[src/rtl/core/fspa_pkg.sv]
// Package for the fixed-slot pool allocator.
// Holds the sizes, codes and transaction types shared by all rtl/core modules.
// Depends on nothing.
`timescale 1ns / 1ps
`default_nettype none

package fspa_pkg;

	localparam int SLOTS       = 64;
	localparam int IDX_W       = $clog2(SLOTS);
	localparam int CNT_W       = $clog2(SLOTS + 1);
	localparam int SLOT_W      = 6;
	localparam int UNITS_W     = 8;
	localparam int UNIT_SHIFT  = 8;
	localparam int PROD_W      = SLOT_W + UNITS_W;
	localparam int OFFSET_W    = 22;
	localparam int BASE_W      = 48;
	localparam int ADDR_W      = 49;
	localparam int CFG_IDX_W   = 1;

	typedef enum logic {
		ACT_ALLOC = 1'b0,
		ACT_FREE  = 1'b1
	} action_t;

	typedef enum logic [1:0] {
		ST_GRANTED = 2'd0,
		ST_EMPTY   = 2'd1,
		ST_FREED   = 2'd2,
		ST_DOUBLE  = 2'd3
	} status_t;

	typedef enum logic [CFG_IDX_W-1:0] {
		CFG_SLOT_SIZE = 1'b0,
		CFG_BASE      = 1'b1
	} cfg_reg_t;

	typedef struct packed {
		action_t             action;
		logic [SLOT_W-1:0]   slot_id;
	} req_t;

	typedef struct packed {
		status_t             status;
		logic [SLOT_W-1:0]   granted_slot;
		logic [OFFSET_W-1:0] byte_offset;
		logic [ADDR_W-1:0]   device_address;
	} rsp_t;

	typedef struct packed {
		logic              push;
		logic              pop;
		logic [IDX_W-1:0]  push_id;
	} fq_ctrl_t;

	typedef struct packed {
		logic [CNT_W-1:0]  count;
		logic [IDX_W-1:0]  head_id;
	} fq_stat_t;

endpackage

`default_nettype wire

[src/rtl/core/fspa_free_queue.sv]
// FIFO free list of slot ids with a prefetched head entry.
// Depends on fspa_pkg for sizes and the control and status structs.
`timescale 1ns / 1ps
`default_nettype none

module fspa_free_queue (
	input  wire logic            clk,
	input  wire logic            arst_n,
	input  wire fspa_pkg::fq_ctrl_t ctrl,
	output fspa_pkg::fq_stat_t   stat
);

	logic [fspa_pkg::IDX_W-1:0] mem_q [fspa_pkg::SLOTS];
	logic [fspa_pkg::SLOTS-1:0] written_q;
	logic [fspa_pkg::IDX_W-1:0] head_q;
	logic [fspa_pkg::IDX_W-1:0] tail_q;
	logic [fspa_pkg::CNT_W-1:0] count_q;
	logic [fspa_pkg::IDX_W-1:0] head_next;
	logic [fspa_pkg::IDX_W-1:0] tail_next;
	logic [fspa_pkg::IDX_W-1:0] mem_rd_q;
	logic                       written_rd_q;
	logic                       byp_q;
	logic [fspa_pkg::IDX_W-1:0] byp_id_q;

	always_comb begin
		head_next = head_q;
		if (ctrl.pop) begin
			head_next = (head_q == fspa_pkg::IDX_W'(fspa_pkg::SLOTS - 1)) ? '0 : head_q + 1'b1;
		end
		tail_next = (tail_q == fspa_pkg::IDX_W'(fspa_pkg::SLOTS - 1)) ? '0 : tail_q + 1'b1;
	end

	always_ff @(posedge clk) begin
		if (ctrl.push) begin
			mem_q[tail_q] <= ctrl.push_id;
		end
		mem_rd_q <= mem_q[head_next];
		byp_id_q <= ctrl.push_id;
	end

	always_ff @(posedge clk or negedge arst_n) begin
		if (!arst_n) begin
			written_q    <= '0;
			head_q       <= '0;
			tail_q       <= '0;
			count_q      <= fspa_pkg::CNT_W'(fspa_pkg::SLOTS);
			written_rd_q <= 1'b0;
			byp_q        <= 1'b0;
		end else begin
			head_q       <= head_next;
			written_rd_q <= written_q[head_next];
			byp_q        <= ctrl.push && (tail_q == head_next);
			if (ctrl.push) begin
				written_q[tail_q] <= 1'b1;
				tail_q            <= tail_next;
			end
			if (ctrl.push && !ctrl.pop) begin
				count_q <= count_q + 1'b1;
			end else if (ctrl.pop && !ctrl.push) begin
				count_q <= count_q - 1'b1;
			end
		end
	end

	// An entry never written reads as its own index, since the memory is not reset.
	always_comb begin
		stat.count = count_q;
		if (byp_q) begin
			stat.head_id = byp_id_q;
		end else if (written_rd_q) begin
			stat.head_id = mem_rd_q;
		end else begin
			stat.head_id = head_q;
		end
	end

	a_pop_not_empty: assert property (@(posedge clk) disable iff (!arst_n)
		ctrl.pop |-> count_q != '0)
		else $error("free queue popped while empty");

	a_push_not_full: assert property (@(posedge clk) disable iff (!arst_n)
		ctrl.push |-> count_q != fspa_pkg::CNT_W'(fspa_pkg::SLOTS))
		else $error("free queue pushed while full");

	a_one_op: assert property (@(posedge clk) disable iff (!arst_n)
		!(ctrl.push && ctrl.pop))
		else $error("free queue pushed and popped in one cycle");

	a_ptr_match: assert property (@(posedge clk) disable iff (!arst_n)
		(count_q == '0 || count_q == fspa_pkg::CNT_W'(fspa_pkg::SLOTS)) |-> head_q == tail_q)
		else $error("free queue pointers disagree with the count");

endmodule

`default_nettype wire

[src/rtl/core/fspa_addr_calc.sv]
// Byte offset and device address of a granted slot.
// Depends on fspa_pkg for field widths.
`timescale 1ns / 1ps
`default_nettype none

module fspa_addr_calc (
	input  wire logic [fspa_pkg::SLOT_W-1:0]   slot_id,
	input  wire logic [fspa_pkg::UNITS_W-1:0]  slot_size_units,
	input  wire logic [fspa_pkg::BASE_W-1:0]   base_address,
	output logic      [fspa_pkg::OFFSET_W-1:0] byte_offset,
	output logic      [fspa_pkg::ADDR_W-1:0]   device_address
);

	logic [fspa_pkg::PROD_W-1:0] prod;

	always_comb begin
		prod           = fspa_pkg::PROD_W'(slot_id) * fspa_pkg::PROD_W'(slot_size_units);
		byte_offset    = {prod, fspa_pkg::UNIT_SHIFT'(0)};
		device_address = fspa_pkg::ADDR_W'(base_address) + fspa_pkg::ADDR_W'(byte_offset);
	end

endmodule

`default_nettype wire

[src/rtl/core/fixed_slot_pool_allocator_top.sv]
// Top level of the fixed-slot pool allocator.
// Instantiates fspa_free_queue and fspa_addr_calc; uses fspa_pkg types.
//
// Usage:
// Requests arrive on req with req_valid and req_stall; a transaction is taken
// at a rising edge with req_valid high and req_stall low. An allocate pops the
// oldest free slot id; a free returns a slot that is in use to the back of the
// list, and a free of a slot not in use is answered as a double free.
// Every request gives exactly one response on rsp, with rsp_valid and
// rsp_stall following the same rule.
// The request is registered, then the decision, the free list update and the
// address sum land in the response register. Throughput is one request per
// cycle while rsp_stall holds no response; the free list head is prefetched from
// its memory each cycle, so back-to-back allocates and frees need no bubbles.
// When rsp_stall holds a response, one more request can wait in the input
// register; after that req_stall rises until the response is taken.
// Reset empties both registers, fills the free list with ids 0 to 63 in order,
// clears the in-use map and sets slot size 1 and base address 0.
// Configuration writes on cfg are always ready and should be made while idle.
`timescale 1ns / 1ps
`default_nettype none

module fixed_slot_pool_allocator_top (
	input  wire logic                            clk,
	input  wire logic                            arst_n,
	input  wire logic                            req_valid,
	output logic                                 req_stall,
	input  wire fspa_pkg::req_t                  req,
	output logic                                 rsp_valid,
	input  wire logic                            rsp_stall,
	output fspa_pkg::rsp_t                       rsp,
	input  wire logic                            cfg_valid,
	output logic                                 cfg_ready,
	input  wire logic [fspa_pkg::CFG_IDX_W-1:0]  cfg_index,
	input  wire logic [fspa_pkg::BASE_W-1:0]     cfg_data
);

	fspa_pkg::req_t                    req_s1;
	logic                              vld_s1;
	fspa_pkg::rsp_t                    rsp_q;
	logic                              rsp_vld_q;
	logic [fspa_pkg::UNITS_W-1:0]      slot_size_q;
	logic [fspa_pkg::BASE_W-1:0]       base_q;
	logic [fspa_pkg::SLOTS-1:0]        in_use_q;
	fspa_pkg::fq_ctrl_t                fq_ctrl;
	fspa_pkg::fq_stat_t                fq_stat;
	fspa_pkg::rsp_t                    rsp_d;
	logic [fspa_pkg::OFFSET_W-1:0]     calc_offset;
	logic [fspa_pkg::ADDR_W-1:0]       calc_addr;
	logic                              adv;
	logic                              accept;
	logic                              grant;
	logic                              release_ok;

	assign cfg_ready = 1'b1;
	assign adv       = vld_s1 && (!rsp_vld_q || !rsp_stall);
	assign req_stall = vld_s1 && !adv;
	assign accept    = req_valid && !req_stall;
	assign rsp_valid = rsp_vld_q;
	assign rsp       = rsp_q;

	fspa_free_queue u_free_queue (
		.clk    (clk),
		.arst_n (arst_n),
		.ctrl   (fq_ctrl),
		.stat   (fq_stat)
	);

	fspa_addr_calc u_addr_calc (
		.slot_id         (fq_stat.head_id),
		.slot_size_units (slot_size_q),
		.base_address    (base_q),
		.byte_offset     (calc_offset),
		.device_address  (calc_addr)
	);

	always_comb begin
		grant      = (req_s1.action == fspa_pkg::ACT_ALLOC) && (fq_stat.count != '0);
		release_ok = (req_s1.action == fspa_pkg::ACT_FREE) && in_use_q[req_s1.slot_id]
			&& (fq_stat.count != fspa_pkg::CNT_W'(fspa_pkg::SLOTS));
		fq_ctrl.pop     = adv && grant;
		fq_ctrl.push    = adv && release_ok;
		fq_ctrl.push_id = req_s1.slot_id;
		rsp_d = '0;
		if (req_s1.action == fspa_pkg::ACT_ALLOC) begin
			if (grant) begin
				rsp_d.status         = fspa_pkg::ST_GRANTED;
				rsp_d.granted_slot   = fq_stat.head_id;
				rsp_d.byte_offset    = calc_offset;
				rsp_d.device_address = calc_addr;
			end else begin
				rsp_d.status = fspa_pkg::ST_EMPTY;
			end
		end else begin
			rsp_d.status = release_ok ? fspa_pkg::ST_FREED : fspa_pkg::ST_DOUBLE;
		end
	end

	always_ff @(posedge clk) begin
		if (accept) begin
			req_s1 <= req;
		end
		if (adv) begin
			rsp_q <= rsp_d;
		end
	end

	always_ff @(posedge clk or negedge arst_n) begin
		if (!arst_n) begin
			vld_s1      <= 1'b0;
			rsp_vld_q   <= 1'b0;
			slot_size_q <= fspa_pkg::UNITS_W'(1);
			base_q      <= '0;
			in_use_q    <= '0;
		end else begin
			if (accept) begin
				vld_s1 <= 1'b1;
			end else if (adv) begin
				vld_s1 <= 1'b0;
			end
			if (adv) begin
				rsp_vld_q <= 1'b1;
			end else if (!rsp_stall) begin
				rsp_vld_q <= 1'b0;
			end
			if (fq_ctrl.pop) begin
				in_use_q[fq_stat.head_id] <= 1'b1;
			end
			if (fq_ctrl.push) begin
				in_use_q[req_s1.slot_id] <= 1'b0;
			end
			if (cfg_valid && cfg_ready) begin
				unique case (fspa_pkg::cfg_reg_t'(cfg_index))
					fspa_pkg::CFG_SLOT_SIZE: begin
						slot_size_q <= cfg_data[fspa_pkg::UNITS_W-1:0];
					end
					fspa_pkg::CFG_BASE: begin
						base_q <= cfg_data;
					end
					default: begin
					end
				endcase
			end
		end
	end

	a_grant_marks: assert property (@(posedge clk) disable iff (!arst_n)
		fq_ctrl.pop |=> in_use_q[$past(fq_stat.head_id)])
		else $error("granted slot not marked in use");

	a_free_clears: assert property (@(posedge clk) disable iff (!arst_n)
		fq_ctrl.push |=> !in_use_q[$past(req_s1.slot_id)])
		else $error("freed slot still marked in use");

	a_stall_hold: assert property (@(posedge clk) disable iff (!arst_n)
		req_stall |-> vld_s1 && rsp_vld_q)
		else $error("request stalled with room in the pipeline");

endmodule

`default_nettype wire

[config.mk]
export PLATFORM = sky130hd
export DESIGN_NAME = fixed_slot_pool_allocator_top
export DESIGN_NICKNAME = d
export VERILOG_FILES = /design/src/rtl/core/fspa_pkg.sv /design/src/rtl/core/fspa_free_queue.sv /design/src/rtl/core/fspa_addr_calc.sv /design/src/rtl/core/fixed_slot_pool_allocator_top.sv
export SDC_FILE = /design/constraint.sdc
export NUM_CORES = 1
export LEC_CHECK = 0
export ABC_AREA = 1
export BUFFER_PORTS_ARGS = -buffer_cell sky130_fd_sc_hd__buf_4
export CELL_PAD_IN_SITES_DETAIL_PLACEMENT = 1
export CELL_PAD_IN_SITES_GLOBAL_PLACEMENT = 2
export CORE_UTILIZATION = 35
export DETAILED_ROUTE_END_ITERATION = 8
export GPL_TIMING_DRIVEN = 0
export PLACE_DENSITY = 0.74
export REMOVE_ABC_BUFFERS = 1
export SLEW_MARGIN = 20
export SYNTH_ARGS = -nofsm -noshare
export SYNTH_HDL_FRONTEND = slang
export SYNTH_SLANG_ARGS = --single-unit
[constraint.sdc]
create_clock -name clk -period 16.63 [get_ports clk]
set_clock_uncertainty 0.2 [all_clocks]
set_input_delay 0 -clock clk [delete_from_list [all_inputs] [get_ports clk]]
set_output_delay 0 -clock clk [all_outputs]
set_load 0.01 [all_outputs]
### After elaboration in Yosys (flattened, before gate mapping)

Memories as Yosys holds them, arrays and structs flattened. A register that Yosys moved wholly into a read port is not among the register bits.
Index checks and enable logic that the tools add are counted.
Widths: inputs -> output; s select.

* bits in writable memories: 384
* word-level logic and storage cells: 100
* output and inout port bits: 82
* memories: 1
* input bits: 61
* bits in registers: 299

Memory list
* u_free_queue.mem_q: depth 64, bits a word 6, read ports 1, clocked after Yosys merged registers in 1, wr ports 1, line fspa_free_queue.sv:13 `logic [fspa_pkg::IDX_W-1:0] mem_q [fspa_pkg::SLOTS];`

* multipliers: 1
* order comparisons: 7
* $add $sub $neg: 5
* equal/unequal tests: 5
* bitwise logic cells: 7
* reductions and logical operators: 27
* multiplexer cells: 28

Operators with widths (number)
* $mux 64: 2
* $or 64x64->64: 2
* $and 64x64->64: 1
* $not 64->64: 1
* $add 48x22->49: 1
* $mux 6: 5
* $lt 6x7->1 const B: 4
* $demux 1 s6: 3
* $ge 6x1->1 const B: 3
* $logic_and 1x1->1: 14
* $mul 6x8->14: 1
* $mux 7: 2
* $mux 1: 13
* $add 6x1->6 const B: 2
* $bmux 1 s6: 2
* $eq 6x6->1 const B: 2
* $add 7x1->7 const B: 1
* $ne 7x7->1 const B: 1
* $reduce_bool 7->1: 1
* $sub 7x1->7 const B: 1
* $eq 6x6->1: 1
* $logic_not 1->1: 6
* $reduce_and 2->1: 2
* $reduce_bool 2->1: 2
* other kinds (5): 7

### Longest topological paths before layout

* depth after elaboration: 10
* depth in mapped cells: 34

### Hierarchy

From an unflattened synthesis, not the netlist that was laid out.

* cell total of the unflattened synthesis: 4139
* area, all modules: 36028.3 um^2

Modules (own cells, without submodules)
* fspa_free_queue: area an instance 21672.0 um^2, sequential area each 13899.6 um^2, cells each 2129, times used 1
* fixed_slot_pool_allocator_top: area an instance 10511.3 um^2, sequential area each 5636.7 um^2, cells each 1312, times used 1
* fspa_addr_calc: area an instance 3844.9 um^2, sequential area each 0.0 um^2, cells each 698, times used 1

### Worst setup path after synthesis

OpenSTA, ideal clock, no wires.

* path kind: flip-flop to flip-flop
* start: register u_free_queue.written_rd_q
* end: register rsp_q (netlist bit rsp[42]) (data pin)
* arrival time: 5.798 ns
* buffers on the path: 2
* stages on the path, launching flop included: 35
* clock period less this slack: 6.257 ns
* required time: 16.171 ns
* setup slack: 10.373 ns
* cells stage by stage: dfrtp_1 clkbuf_1 a21oi_1 o21ai_0 o21ai_1 clkbuf_1 nor2_1 fa_1 inv_1 fa_1 fa_1 inv_1 ha_1 nand2_1 inv_1 nor2_1 o21bai_1 nand2_1 o211ai_1 a21o_1 a21oi_1 xor2_1 inv_1 ha_1 nand2_1 nor2_1 nand2_1 o21ai_0 nand2_1 inv_1 nand2_1 nor2_1 nand2_1 o21ai_0 a21oi_1

* word-level cells in the longest chain between the ends: 4

RTL lines
* start, declared: line fspa_free_queue.sv:21 `logic written_rd_q;`
* start signal, assigned: line fspa_free_queue.sv:51 `written_rd_q <= written_q[head_next];`
* $mux 6: line fspa_free_queue.sv:70 `end else if (written_rd_q) begin`
* $mux 6: line fspa_free_queue.sv:68 `if (byp_q) begin`
* $mul 6x8->14: line fspa_addr_calc.sv:17 `prod = fspa_pkg::PROD_W'(slot_id) * fspa_pkg::PROD_W'(slot_size_units);`
* named net calc_offset (one bit): line fixed_slot_pool_allocator_top.sv:48 `logic [fspa_pkg::OFFSET_W-1:0] calc_offset;`
* $add 48x22->49: line fspa_addr_calc.sv:19 `device_address = fspa_pkg::ADDR_W'(base_address) + fspa_pkg::ADDR_W'(byte_offset);`
* end signal, assigned: line fixed_slot_pool_allocator_top.sv:104 `rsp_q <= rsp_d;`
* end, declared: line fixed_slot_pool_allocator_top.sv:40 `fspa_pkg::rsp_t rsp_q;`

The timed path passes the listed nets, and every way through them passes these cells.
A chain may end at the register's enable or synchronous reset.

### Worst setup path after layout

Same ends and word-level chain as after synthesis.

==> impl_table.tex <==
\begin{tabular}{lr}
\hline
Metric & Value \\
\hline
\multicolumn{2}{l}{\textbf{Critical path}} \\
Critical path capture point type & register \\
Largest stage delay on the critical path & 0.57 ns \\
Data required time at the worst endpoint & 16.82 ns \\
Kind of critical path & reg2reg \\
Signal arrival time at the worst endpoint & 7.71 ns \\
Crit path buf inv count & 5 \\
Slowest library cell on the worst path & o21ai\_1 \\
Peak fanout along the critical path & 11 \\
Critical Path Start Type & register \\
Gate family responsible for the most delay along the worst path & adder cells \\
Crit-path most repeated cell & nand2\_1 \\
\multicolumn{2}{l}{\textbf{Global route}} \\
Number of antenna violations at the first check in global routing & 1 \\
Maximum number of pins on one net before global-route repair & $\sim$110 \\
Congestion Overflow GR & 0 \\
Global-route wire length before repair & between 150 and 200 mm \\
Number of global-route vias before repair & between 20000 and 30000 \\
Total global-route track usage & 22.6\% \\
\multicolumn{2}{l}{\textbf{Pwr}} \\
Fraction of power consumed by combinational cells & 40.8\% \\
Total chip power & 6.64 mW \\
Share of power burned in registers & 31.9\% \\
Switching component of the power & 2.68 mW \\
Net Sw Frac & between 40\% and 50\% \\
Power density over the cells & 163 nW/µm² \\
P\_int & 3.95 mW \\
Leakage power & 17.8 nW \\
Maximum vdd drop & 0.0000968 V \\
Relative contribution of the clock network to total power & 27.3\% \\
\multicolumn{2}{l}{\textbf{STA}} \\
Fin. max-slew vios & 0 \\
Crit path time final & 7.52 ns \\
Slew at the pin closest to its max-slew limit & 1.13 ns \\
Worst rel slew slack & 24.5\% \\
TNS Setup & 0 ns \\
Setup repair after global routing missed its margin & no \\
Achievable clock frequency & 133 MHz \\
Worst hold slack & 0.255 ns \\
Total of endpoints with negative setup slack in the final report & 0 \\
Post-route clock period utilization & 45.2\% \\
Worst setup margin & 9.11 ns \\
Final hold violation count & 0 \\
\multicolumn{2}{l}{\textbf{Finish}} \\
Number of nets in the final layout & 4023 \\
Core occupancy in the finished layout & between 40\% and 50\% \\
Filler cells & 10600 \\
Layout Area Growth over Synthesis & 23.5\% \\
Total non-filler cell area in the finished layout & 40700 µm² \\
Count of inserted antenna diode cells & 0 \\
Fraction of final layout cells sized beyond drive strength 1 & about 10\% \\
Number of standard cells in the final layout excluding fillers & 5213 \\
\multicolumn{2}{l}{\textbf{Die}} \\
Die Span Y & 309 µm \\
Die area & 95300 µm² \\
Total I/O pin count & between 100 and 150 \\
Initial Utilization & 35.3\% \\
Die X-Extent & 309 µm \\
Core Footprint & 93300 µm² \\
Standard-cell rows & 112 \\
\multicolumn{2}{l}{\textbf{Drt}} \\
Routed via count & 26000 \\
DRT Pass-1 Iters & 5 \\
Number of design-rule violations left by the first detailed-router iteration & 1743 \\
Wirelength per Cell & 20.3 µm \\
Count of antenna-violating nets left after detailed routing & 0 \\
DR vias/cell & 4.99 \\
Routed wire length & between 100 and 150 mm \\
Residual DRC & 0 \\
\multicolumn{2}{l}{\textbf{Clock network}} \\
Sink Count & between 600 and 700 \\
Maximum level of the CTS H-tree & 3 \\
Buffer levels on the longest clock path & 3 \\
TritonCTS clock tree & done \\
Clock-pin slew on the worst setup and hold paths & 0.06 ns \\
Clock latency on the worst-skew pair & between 0.6 and 0.7 ns \\
Clock root buffer & clkbuf\_16 \\
Clock buffer count from CTS & 82 \\
Setup bufs post-CTS & 0 \\
\multicolumn{2}{l}{\textbf{Yosys}} \\
Dominant cells by area after synthesis & edfxtp\_1 42\%, dfrtp\_1 16\%, nand2\_1 8.1\%, inv\_1 7.3\%, nand3\_1 7.1\% \\
Synth Area per Inst & 9.19 µm² \\
Post-synthesis simple-gate area fraction & between 20\% and 30\% \\
Number of synthesized register bits & 681 \\
Share of synthesized cell area in full adder, half adder and majority cells & 3.39\% \\
Yosys top cell area share & between 40\% and 50\% \\
Combinational family with the most area after synthesis & simple AND/OR/NAND/NOR gates \\
Yosys warns & 0 \\
Biggest area consumer among synthesized cells & edfxtp\_1 \\
Compound-Gate Fraction of Synth Area & between 6 and 7\% \\
Number of library cell types mapped by synthesis & 50 \\
Proportion of synthesized area in mux cells & 0.650\% \\
Number of enable-type register cells in the synthesized netlist & around 460 \\
Fraction of the yosys area taken by sequential cells & about three fifths \\
Share of async-settable or async-resettable flops after synthesis & 30.4\% \\
Share of the synthesized netlist area taken by xor and xnor gates & 0.452\% \\
Leading register cell type out of synthesis & edfxtp\_1 \\
Mapped cell area & 32900 µm² \\
Synthesized instance count & 3583 \\
\multicolumn{2}{l}{\textbf{Min path}} \\
Worst hold-check path type & reg2reg \\
\multicolumn{2}{l}{\textbf{Place}} \\
Post-placement cell count & 4883 \\
Total placed instance area & 36200 µm² \\
Pre-CTS worst setup slack & approximately 9.1 ns \\
Number of port buffers & 133 \\
Detailed placement HPWL & roughly 68 mm \\
Final Wtd Congestion & 0.789 \\
\multicolumn{2}{l}{\textbf{Outcome}} \\
Status & finished, final reports clean \\
\multicolumn{2}{l}{\textbf{Flow run}} \\
Max-cap violations & 0 \\
\hline
\end{tabular}
layout by cell type, fill, tap and decap left out, types with 19 or more instances in the layout:
cell type / n
inv_1: 636
buf_8: 22
mux2_2: 19
clkbuf_16: 83
nand3_1: 466
dfrtp_1: 205
clkbuf_1: 20
ha_1: 46
dlygate4sd3_1: 175
a21oi_1: 221
fa_1: 27
o21ai_0: 137
buf_16: 27
nand4_1: 39
nor2_1: 280
edfxtp_1: 462
nor3_1: 41
nand2_1: 707
buf_4: 135
routing by layer:
metal  wire length, µm  global-route usage [%]
met1             46700                    29.4
met2             51900                    38.6
met3              4380                    3.02
met4              2990                    7.46
met5                11                       0
synth_stat cells (12+ instances only):
cell type and count:
nand2_1 712, inv_1 637, nand3_1 466, edfxtp_1 462, nor2_1 283, a21oi_1 221
dfrtp_1 205, o21ai_0 138, buf_2 61, clkbuf_1 52, nor3_1 50, ha_1 46
nand4_1 39, fa_1 27, buf_1 21, mux2_2 19, buf_4 17, xor2_1 15
dfxtp_1 12
layout make-up:
| class | count | area [µm²] | area share (%) |
|---|---|---|---|
| sequential | 681 | 19300 | 47.4 |
| multi-input combinational | 2109 | 10700 | 26.3 |
| timing repair buffer | 369 | 4010 | 9.86 |
| inverter | 646 | 2430 | 5.97 |
| clock buffer | 109 | 2230 | 5.49 |
| tap | 1254 | 1570 | 3.86 |
| clock inverter | 45 | 457 | 1.12 |
registers in the layout (all words and copies together), names as in the netlist:
register,count
in_use_q,64
u_free_queue.written_q,64
rsp_valid,1
u_free_queue.mem_q,384
u_free_queue.mem_rd_q,6
u_free_queue.count_q,7
u_free_queue.written_rd_q,1
u_free_queue.tail_q,6
req_s1,1
vld_s1,1
base_q,48
u_free_queue.byp_id_q,6
rsp,71
fq_ctrl,6
u_free_queue.head_q,6
slot_size_q,8
u_free_queue.byp_q,1
worst min-delay path, cell delays in order, from the launching register on:
cell,delay (ns)
dfrtp_1,0.32
inv_1,0.04
o21ai_0,0.06
power groups by stage:
stage                     Combinational (mW)  Sequential [mW]  Clock [mW]
after floorplan                         1.67             2.14           0
after global placement                  2.67             2.17           0
after detailed placement                2.68             2.14           0
after CTS                               2.75             2.11        1.85
after global routing                    3.05             2.13        1.91
final                                   2.71             2.12        1.81
timing repair:
| item | 4_1_cts | 5_1_grt |
|---|---|---|
| hold buffers | 176 | 0 |
| endpoints found under the hold margin | 289 | 0 |
| gates resized for setup | 0 | 0 |
cells by family after synthesis:
kind of cell,after synthesis
AND/OR/NAND/NOR,1587
buffers and inverters,800
flip-flops,681
AO/OA/AOI/OAI,404
adder cells (fa/ha/maj),73
multiplexers,19
XOR/XNOR,17
other,2
worst paths after layout:
path                                                 from                    endpoint  depth (start not counted)  slack, ns
max in group asynchronous                          arst_n  u_free_queue.written_q[13]                          4      15.43
worst min-delay path            u_free_queue.written_q[9]   u_free_queue.written_q[9]                          2       0.26
worst min register to register  u_free_queue.written_q[9]   u_free_queue.written_q[9]                          2       0.26
min in group asynchronous                          arst_n                  base_q[47]                          4       0.32
worst max-delay path            u_free_queue.written_rd_q                     rsp[42]                         32       9.11
worst max register to register  u_free_queue.written_rd_q                     rsp[42]                         32       9.11
Power figures use the tool's default switching activity.
